<file path="src/hdl/deq_pkg.sv">
`timescale 1ns / 1ps
`default_nettype none

package deq_pkg;

  localparam int OpW      = 3;
  localparam int PosW     = 6;
  localparam int ValW     = 32;
  localparam int StatW    = 2;
  localparam int CntOutW  = 7;

  localparam int DataWidthDef = 32;
  localparam int DepthDef     = 64;

  typedef enum logic [OpW-1:0] {
    OP_PUSH_FRONT = 3'd0,
    OP_PUSH_BACK  = 3'd1,
    OP_POP_FRONT  = 3'd2,
    OP_POP_BACK   = 3'd3,
    OP_READ       = 3'd4,
    OP_WRITE      = 3'd5
  } op_t;

  typedef enum logic [StatW-1:0] {
    ST_OK    = 2'd0,
    ST_EMPTY = 2'd1,
    ST_FULL  = 2'd2,
    ST_RANGE = 2'd3
  } status_t;

  typedef struct packed {
    logic [ValW-1:0]    value;
    status_t            status;
    logic [CntOutW-1:0] count;
  } res_t;

endpackage

`default_nettype wire

</file>
<file path="src/hdl/deq_if.sv">
`timescale 1ns / 1ps
`default_nettype none

interface deq_in_if;
  logic                      valid;
  logic                      ready;
  logic [deq_pkg::OpW-1:0]   opcode;
  logic [deq_pkg::PosW-1:0]  position;
  logic [deq_pkg::ValW-1:0]  item_value;

  modport source (output valid, output opcode, output position, output item_value,
                  input ready);
  modport sink (input valid, input opcode, input position, input item_value,
                output ready);
endinterface

interface deq_out_if;
  logic                         valid;
  logic                         ready;
  logic [deq_pkg::ValW-1:0]     result_value;
  logic [deq_pkg::StatW-1:0]    status;
  logic [deq_pkg::CntOutW-1:0]  count;

  modport source (output valid, output result_value, output status, output count,
                  input ready);
  modport sink (input valid, input result_value, input status, input count,
                output ready);
endinterface

`default_nettype wire

</file>
<file path="src/hdl/double_ended_queue_unit.sv">
`timescale 1ns / 1ps
`default_nettype none
// Double-ended queue of up to DEPTH words on a ring buffer.
// in_chan carries one operation per word: push front or back, pop front or
// back, read or overwrite the word at a position counted from the front.
// out_chan returns exactly one result per operation, in order: the popped or
// read word (zero otherwise), a status (ok, empty, full, out of range) and the
// number of stored words after the operation.
// An operation is decoded and its storage access done at the edge that accepts
// it; its result is registered in the stage in front of the output queue and
// then written into that queue. One operation is accepted every cycle while
// in_ready is high, set by the single storage port that each operation uses.
// Results wait in a four-entry output queue; when the receiver stalls, in_ready
// falls once that queue and the stage in front of it hold four results between
// them, and rises again as results are taken.
// Reset empties the queue and drops any results not yet taken. Storage words
// are not cleared; only words written by a push or an overwrite are ever read back.
module double_ended_queue_unit #(
  parameter int DATA_WIDTH = deq_pkg::DataWidthDef,
  parameter int DEPTH      = deq_pkg::DepthDef
) (
  input  wire logic clk,
  input  wire logic rst_n,
  deq_in_if.sink    in_chan,
  deq_out_if.source out_chan
);
  import deq_pkg::*;

  localparam int StoreW  = (DATA_WIDTH < ValW) ? DATA_WIDTH : ValW;
  localparam int PtrW    = (DEPTH > 1) ? $clog2(DEPTH) : 1;
  localparam int CntW    = $clog2(DEPTH + 1);
  localparam int MaxW    = (CntW > PosW) ? CntW : PosW;
  localparam int SumW    = MaxW + 1;
  localparam int BufD    = 4;
  localparam int BufPtrW = 2;
  localparam int BufCntW = 3;

  // (a + b) mod DEPTH; both operands are below DEPTH wherever the result is used.
  function automatic logic [PtrW-1:0] ring_add(input logic [SumW-1:0] a,
                                               input logic [SumW-1:0] b);
    logic [SumW-1:0] s;
    s = a + b;
    if (s >= SumW'(DEPTH)) begin
      s = s - SumW'(DEPTH);
    end
    return s[PtrW-1:0];
  endfunction

  logic [StoreW-1:0] slots [DEPTH];
  logic [StoreW-1:0] rdata_r;

  logic [PtrW-1:0] front_r, front_nxt;
  logic [CntW-1:0] fill_r, fill_nxt;

  logic            in_fire;
  op_t             op;
  status_t         st;
  logic            wr_en;
  logic            rd_en;
  logic [PtrW-1:0] addr;
  logic [SumW-1:0] front_ext;
  logic [SumW-1:0] fill_ext;
  logic [SumW-1:0] pos_ext;
  logic            full;
  logic            empty;
  logic            pos_ok;

  logic               s1_valid_r;
  logic               s1_rd_r;
  status_t            s1_status_r;
  logic [CntOutW-1:0] s1_count_r;

  res_t               buf_r [BufD];
  logic [BufPtrW-1:0] buf_wp_r;
  logic [BufPtrW-1:0] buf_rp_r;
  logic [BufCntW-1:0] buf_cnt_r;
  logic               out_fire;
  res_t               s1_res;
  res_t               head;

  assign in_fire   = in_chan.valid && in_chan.ready;
  assign op        = op_t'(in_chan.opcode);
  assign front_ext = SumW'(front_r);
  assign fill_ext  = SumW'(fill_r);
  assign pos_ext   = SumW'(in_chan.position);
  assign full      = (fill_r == CntW'(DEPTH));
  assign empty     = (fill_r == '0);
  assign pos_ok    = (pos_ext < fill_ext);

  always_comb begin
    front_nxt = front_r;
    fill_nxt  = fill_r;
    st        = ST_OK;
    wr_en     = 1'b0;
    rd_en     = 1'b0;
    addr      = '0;
    unique case (op)
      OP_PUSH_FRONT: begin
        if (full) begin
          st = ST_FULL;
        end else begin
          front_nxt = (front_r == '0) ? PtrW'(DEPTH - 1) : front_r - 1'b1;
          addr      = front_nxt;
          wr_en     = 1'b1;
          fill_nxt  = fill_r + 1'b1;
        end
      end
      OP_PUSH_BACK: begin
        if (full) begin
          st = ST_FULL;
        end else begin
          addr     = ring_add(front_ext, fill_ext);
          wr_en    = 1'b1;
          fill_nxt = fill_r + 1'b1;
        end
      end
      OP_POP_FRONT: begin
        if (empty) begin
          st = ST_EMPTY;
        end else begin
          addr      = front_r;
          rd_en     = 1'b1;
          front_nxt = ring_add(front_ext, SumW'(1));
          fill_nxt  = fill_r - 1'b1;
        end
      end
      OP_POP_BACK: begin
        if (empty) begin
          st = ST_EMPTY;
        end else begin
          fill_nxt = fill_r - 1'b1;
          addr     = ring_add(front_ext, SumW'(fill_nxt));
          rd_en    = 1'b1;
        end
      end
      OP_READ: begin
        if (!pos_ok) begin
          st = ST_RANGE;
        end else begin
          addr  = ring_add(front_ext, pos_ext);
          rd_en = 1'b1;
        end
      end
      OP_WRITE: begin
        if (!pos_ok) begin
          st = ST_RANGE;
        end else begin
          addr  = ring_add(front_ext, pos_ext);
          wr_en = 1'b1;
        end
      end
      default: begin
      end
    endcase
  end

  // A write lands at the accepting edge, so the next operation already reads it.
  always_ff @(posedge clk) begin
    if (in_fire && wr_en) begin
      slots[addr] <= in_chan.item_value[StoreW-1:0];
    end
    if (in_fire && rd_en) begin
      rdata_r <= slots[addr];
    end
  end

  always_ff @(posedge clk) begin
    if (!rst_n) begin
      front_r    <= '0;
      fill_r     <= '0;
      s1_valid_r <= 1'b0;
    end else begin
      s1_valid_r <= in_fire;
      if (in_fire) begin
        front_r <= front_nxt;
        fill_r  <= fill_nxt;
      end
    end
  end

  always_ff @(posedge clk) begin
    if (in_fire) begin
      s1_rd_r     <= rd_en;
      s1_status_r <= st;
      s1_count_r  <= CntOutW'(fill_nxt);
    end
  end

  assign s1_res.value  = s1_rd_r ? ValW'(rdata_r) : '0;
  assign s1_res.status = s1_status_r;
  assign s1_res.count  = s1_count_r;

  // The stage in front always drains into the output queue; acceptance is
  // held back so that the queue always has room for it.
  assign out_fire      = out_chan.valid && out_chan.ready;
  assign in_chan.ready = (buf_cnt_r + BufCntW'(s1_valid_r)) != BufCntW'(BufD);

  always_ff @(posedge clk) begin
    if (!rst_n) begin
      buf_wp_r  <= '0;
      buf_rp_r  <= '0;
      buf_cnt_r <= '0;
    end else begin
      if (s1_valid_r) begin
        buf_wp_r <= buf_wp_r + 1'b1;
      end
      if (out_fire) begin
        buf_rp_r <= buf_rp_r + 1'b1;
      end
      buf_cnt_r <= buf_cnt_r + BufCntW'(s1_valid_r) - BufCntW'(out_fire);
    end
  end

  always_ff @(posedge clk) begin
    if (s1_valid_r) begin
      buf_r[buf_wp_r] <= s1_res;
    end
  end

  assign head                  = buf_r[buf_rp_r];
  assign out_chan.valid        = (buf_cnt_r != '0);
  assign out_chan.result_value = head.value;
  assign out_chan.status       = head.status;
  assign out_chan.count        = head.count;

endmodule

`default_nettype wire

</file>
<file path="src/flat_wrapper.sv">
// flat-port wrapper written by rule: the top's interface ports become plain ports
module double_ended_queue_unit_flat import deq_pkg::*;
#(
  parameter int DATA_WIDTH = deq_pkg::DataWidthDef,
  parameter int DEPTH      = deq_pkg::DepthDef
)
  (clk, rst_n, in_chan_valid, in_chan_opcode, in_chan_position, in_chan_item_value, in_chan_ready, out_chan_valid, out_chan_result_value, out_chan_status, out_chan_count, out_chan_ready);
  deq_in_if in_chan_i ();
  deq_out_if out_chan_i ();
  input  wire logic clk;
  input  wire logic rst_n;
  input wire logic [$bits(in_chan_i.valid)-1:0] in_chan_valid;
  input wire logic [$bits(in_chan_i.opcode)-1:0] in_chan_opcode;
  input wire logic [$bits(in_chan_i.position)-1:0] in_chan_position;
  input wire logic [$bits(in_chan_i.item_value)-1:0] in_chan_item_value;
  output wire logic [$bits(in_chan_i.ready)-1:0] in_chan_ready;
  output wire logic [$bits(out_chan_i.valid)-1:0] out_chan_valid;
  output wire logic [$bits(out_chan_i.result_value)-1:0] out_chan_result_value;
  output wire logic [$bits(out_chan_i.status)-1:0] out_chan_status;
  output wire logic [$bits(out_chan_i.count)-1:0] out_chan_count;
  input wire logic [$bits(out_chan_i.ready)-1:0] out_chan_ready;
  assign in_chan_i.valid = in_chan_valid;
  assign in_chan_i.opcode = in_chan_opcode;
  assign in_chan_i.position = in_chan_position;
  assign in_chan_i.item_value = in_chan_item_value;
  assign in_chan_ready = in_chan_i.ready;
  assign out_chan_valid = out_chan_i.valid;
  assign out_chan_result_value = out_chan_i.result_value;
  assign out_chan_status = out_chan_i.status;
  assign out_chan_count = out_chan_i.count;
  assign out_chan_i.ready = out_chan_ready;
  double_ended_queue_unit #(.DATA_WIDTH(DATA_WIDTH), .DEPTH(DEPTH)) u_core (.clk(clk), .rst_n(rst_n), .in_chan(in_chan_i), .out_chan(out_chan_i));
endmodule
</file>
<file path="config.mk">
export PLATFORM = sky130hd
export DESIGN_NAME = double_ended_queue_unit_flat
export DESIGN_NICKNAME = d
export VERILOG_FILES = /design/src/hdl/deq_pkg.sv /design/src/hdl/deq_if.sv /design/src/hdl/double_ended_queue_unit.sv /design/src/flat_wrapper.sv
export SDC_FILE = /design/constraint.sdc
export NUM_CORES = 2
export LEC_CHECK = 0
export BUFFER_PORTS_ARGS = -buffer_cell sky130_fd_sc_hd__clkbuf_2
export CAP_MARGIN = 25
export CORE_UTILIZATION = 40
export DETAILED_ROUTE_END_ITERATION = 12
export RECOVER_POWER = 25
export SLEW_MARGIN = 40
export SYNTH_ARGS = -nofsm -noshare
export SYNTH_HDL_FRONTEND = slang
export SYNTH_SLANG_ARGS = --single-unit
</file>
<file path="constraint.sdc">
create_clock -name clk -period 7.5 [get_ports clk]
set_input_delay 1.125 -clock clk [delete_from_list [all_inputs] [get_ports clk]]
set_output_delay 1.125 -clock clk [all_outputs]
set_load 0.05 [all_outputs]
</file>
==> results.cfg <==
[run_status]
status = finished, violations left
violations = capacitance limit, slew limit

[synth]
synth_area_sq_um = 89410
yosys_warnings = 0
synth-edff-count = 2254
synth-async-reset-ratio_pct = 0
syn_inst = 5259
ys_seq_area_share_pct = 76.22
syn_area_per_cell_sq_um = 17.00
synth_fp_nets = 5340
ys.flop_type = edfxtp_1
synth-seq-cells = 2277
yosysUniqueCellTypes = 68

[global_routing]
grt_first_pass_wirelength_mm = 343.7
grt_pass1_vias = 46710
grt_antenna_before_repair = 26
grt_max_degree = 94
grt-ovfl-total = 0
gr-usage-all-layers_pct = 21.32

[die]
die-width_um = 474.8
die_area_sq_um = 225400
core_sq_um = 222100
io_pins = 88
initial_core_util_pct = 40.26
die_h_um = 474.8
rows = 173

[critical_path]
worstPathMaxFanout = 31
arrival_ps = 6510
criticalPathCategory = reg -> reg
crit_path_start_kind = flop
cp.required_ps = 8080
crit_path_end_kind = flop

[pwr]
power_leakage_nw = 37.16
p_per_area_nw_per_um2 = 304.9
ir_worst_vdd_mv = 0.2538
p_total_mw = 31.15

[finish]
fin_nets = 5578
final-seq-area_sq_um = 68150
nFillCells = 19010
syn_to_final_growth_pct = 14.29
drive_gt1_share_pct = 13.40
post-route-util_pct = 46.01
layout_commonest_cell = edfxtp_1
fin_area_sq_um = 102200
layout_common_cells = edfxtp_1, mux2i_1, nor2_1
multi_input_area_sq_um = 20430

[hold_path]
hold_path_class = reg -> reg

[drt]
num_vias = 48410
via_per_inst = 5.579
wl_met3_mm = 18.22
wl_met2_mm = 115.5
antenna_left = 0
drc = 0
wl_per_cell_um = 28.16
top_layer = met5
drt-total-wl_mm = 244.3
drt_iter0_markers = 5458
m1WireLength_mm = 104.8
drt_pre_antenna_iters = 5

[clocking]
hold_buffers = 0
cts_buffers = 224
clk_pin_slew_ps = 60
clk_latency_ps = 860
cts_sinks = 2277
tritoncts = done
cts_resized = 0
clockBufferDepth = 3
cts_setup_buffers = 0
root_buffer = clkbuf_16
cts-htree-levels = 4

[placement]
placed_area_sq_um = 95090
globalplace.congestion = 0.8788
dp_hpwl_mm = 139.8
numPortBuffers = 87

[sta]
fin_crit_ps = 5923
slew_violations = 1310
timing.final.crit_share_pct = 78.97
rsz0062_at_grt = false
clock_skew_ps = 42.98
hold_viol_final = 0
worst_pin_slew_ps = 3940
hold_ws_ps = 483.0
tns_ps = 0
max_freq_ghz = 0.1688
setup_violations = 0
relSlewSlack_pct = -162.6

[job]
max_cap_viol_count = 24
-- registers in the layout (all words and copies together) (netlist names), named ones only --
| register | cells |
|---|---|
| u_core.buf_cnt_r | 3 |
| u_core.buf_r | 164 |
| u_core.buf_rp_r | 2 |
| u_core.buf_wp_r | 2 |
| u_core.fill_r | 7 |
| u_core.front_r | 6 |
| u_core.rdata_r | 32 |
| u_core.s1_count_r | 7 |
| u_core.s1_rd_r | 1 |
| u_core.s1_status_r | 2 |
| u_core.s1_valid_r | 1 |
| u_core.slots | 2048 |
-- stage by stage --
stage	instances	setup slack, ps
after floorplan	5259	2117
after global placement	8230	1157
after detailed placement	8240	1496
after CTS	8657	1571
after global routing	8664	1405
final	8677	1577
-- path summary, 6_finish.rpt --
path                                                       from                            to  slack, ps  depth (start not counted)
worst max-delay path              u_core.fill_r[0]$_SDFFE_PN0P_  u_core.rdata_r[21]$_DFFE_PP_       1580                         16
worst min-delay path            u_core.s1_status_r[0]$_DFFE_PP_  u_core.buf_r[0][7]$_DFFE_PP_        480                          0
worst max register to register    u_core.fill_r[0]$_SDFFE_PN0P_  u_core.rdata_r[21]$_DFFE_PP_       1580                         16
worst min register to register  u_core.s1_status_r[0]$_DFFE_PP_  u_core.buf_r[0][7]$_DFFE_PP_        480                          0
-- layout make-up --
type | count | share of cell area, %
flip-flops and latches | 2277 | 66.69
multi-input cells | 2661 | 19.99
clock buffers | 268 | 5.668
well taps | 2975 | 3.643
repair buffers | 311 | 2.617
clock inverters | 149 | 1.271
inverters | 22 | 0.08082
diodes | 14 | 0.03429
-- cells by family after synthesis --
logic type	count (synthesis)	synth area share, %
AO/OA/AOI/OAI	491	3.535
XOR/XNOR	22	0.2155
adder cells (fa/ha/maj)	36	0.5290
buffers and inverters	321	1.734
flip-flops	2277	76.22
multiplexers	1074	12.60
AND/OR/NAND/NOR	1038	5.168
-- per-layer routing --
metal  up-vias  GRT usage, %
met5         -             0
met4        14         5.776
met3       336         3.722
met2      1905         34.41
met1     25050         29.64
li1      21100             -
-- cells in the mapped netlist, types with 17 or more instances --
cell type	n	area share (%)
nor2_1	609	2.6
inv_1	20	0.084
buf_1	22	0.092
clkbuf_1	63	0.26
or4_1	33	0.28
ha_1	33	0.46
a21oi_1	29	0.16
xnor2_1	17	0.17
nand2_1	36	0.15
mux2i_1	1032	12
dfxtp_1	23	0.51
mux4_2	41	1.0
edfxtp_1	2254	76
nor3_1	270	1.5
and2_1	40	0.28
o22ai_1	388	2.7
buf_2	191	1.1
-- power breakdown --
part | total, mW | internal (mW) | switching [mW]
logic | 5.90 | 1.98 | 3.91
clock network | 10.9 | 6.09 | 4.77
registers | 14.4 | 14.3 | 0.130
-- worst max-delay path: stages, from the launching register on --
cell and delay [ps]:
dfxtp_1 400, inv_1 230, ha_1 290, or3b_1 500
nor4_4 370, nor2_1 240, a221oi_4 540, buf_6 220
buf_6 160, buf_12 160, buf_12 260, buf_12 300
mux2i_1 220, nor2_1 50, nor3_1 660, o22ai_1 400
or4_1 590
Note: power is estimated with default switching activity, not from simulation.
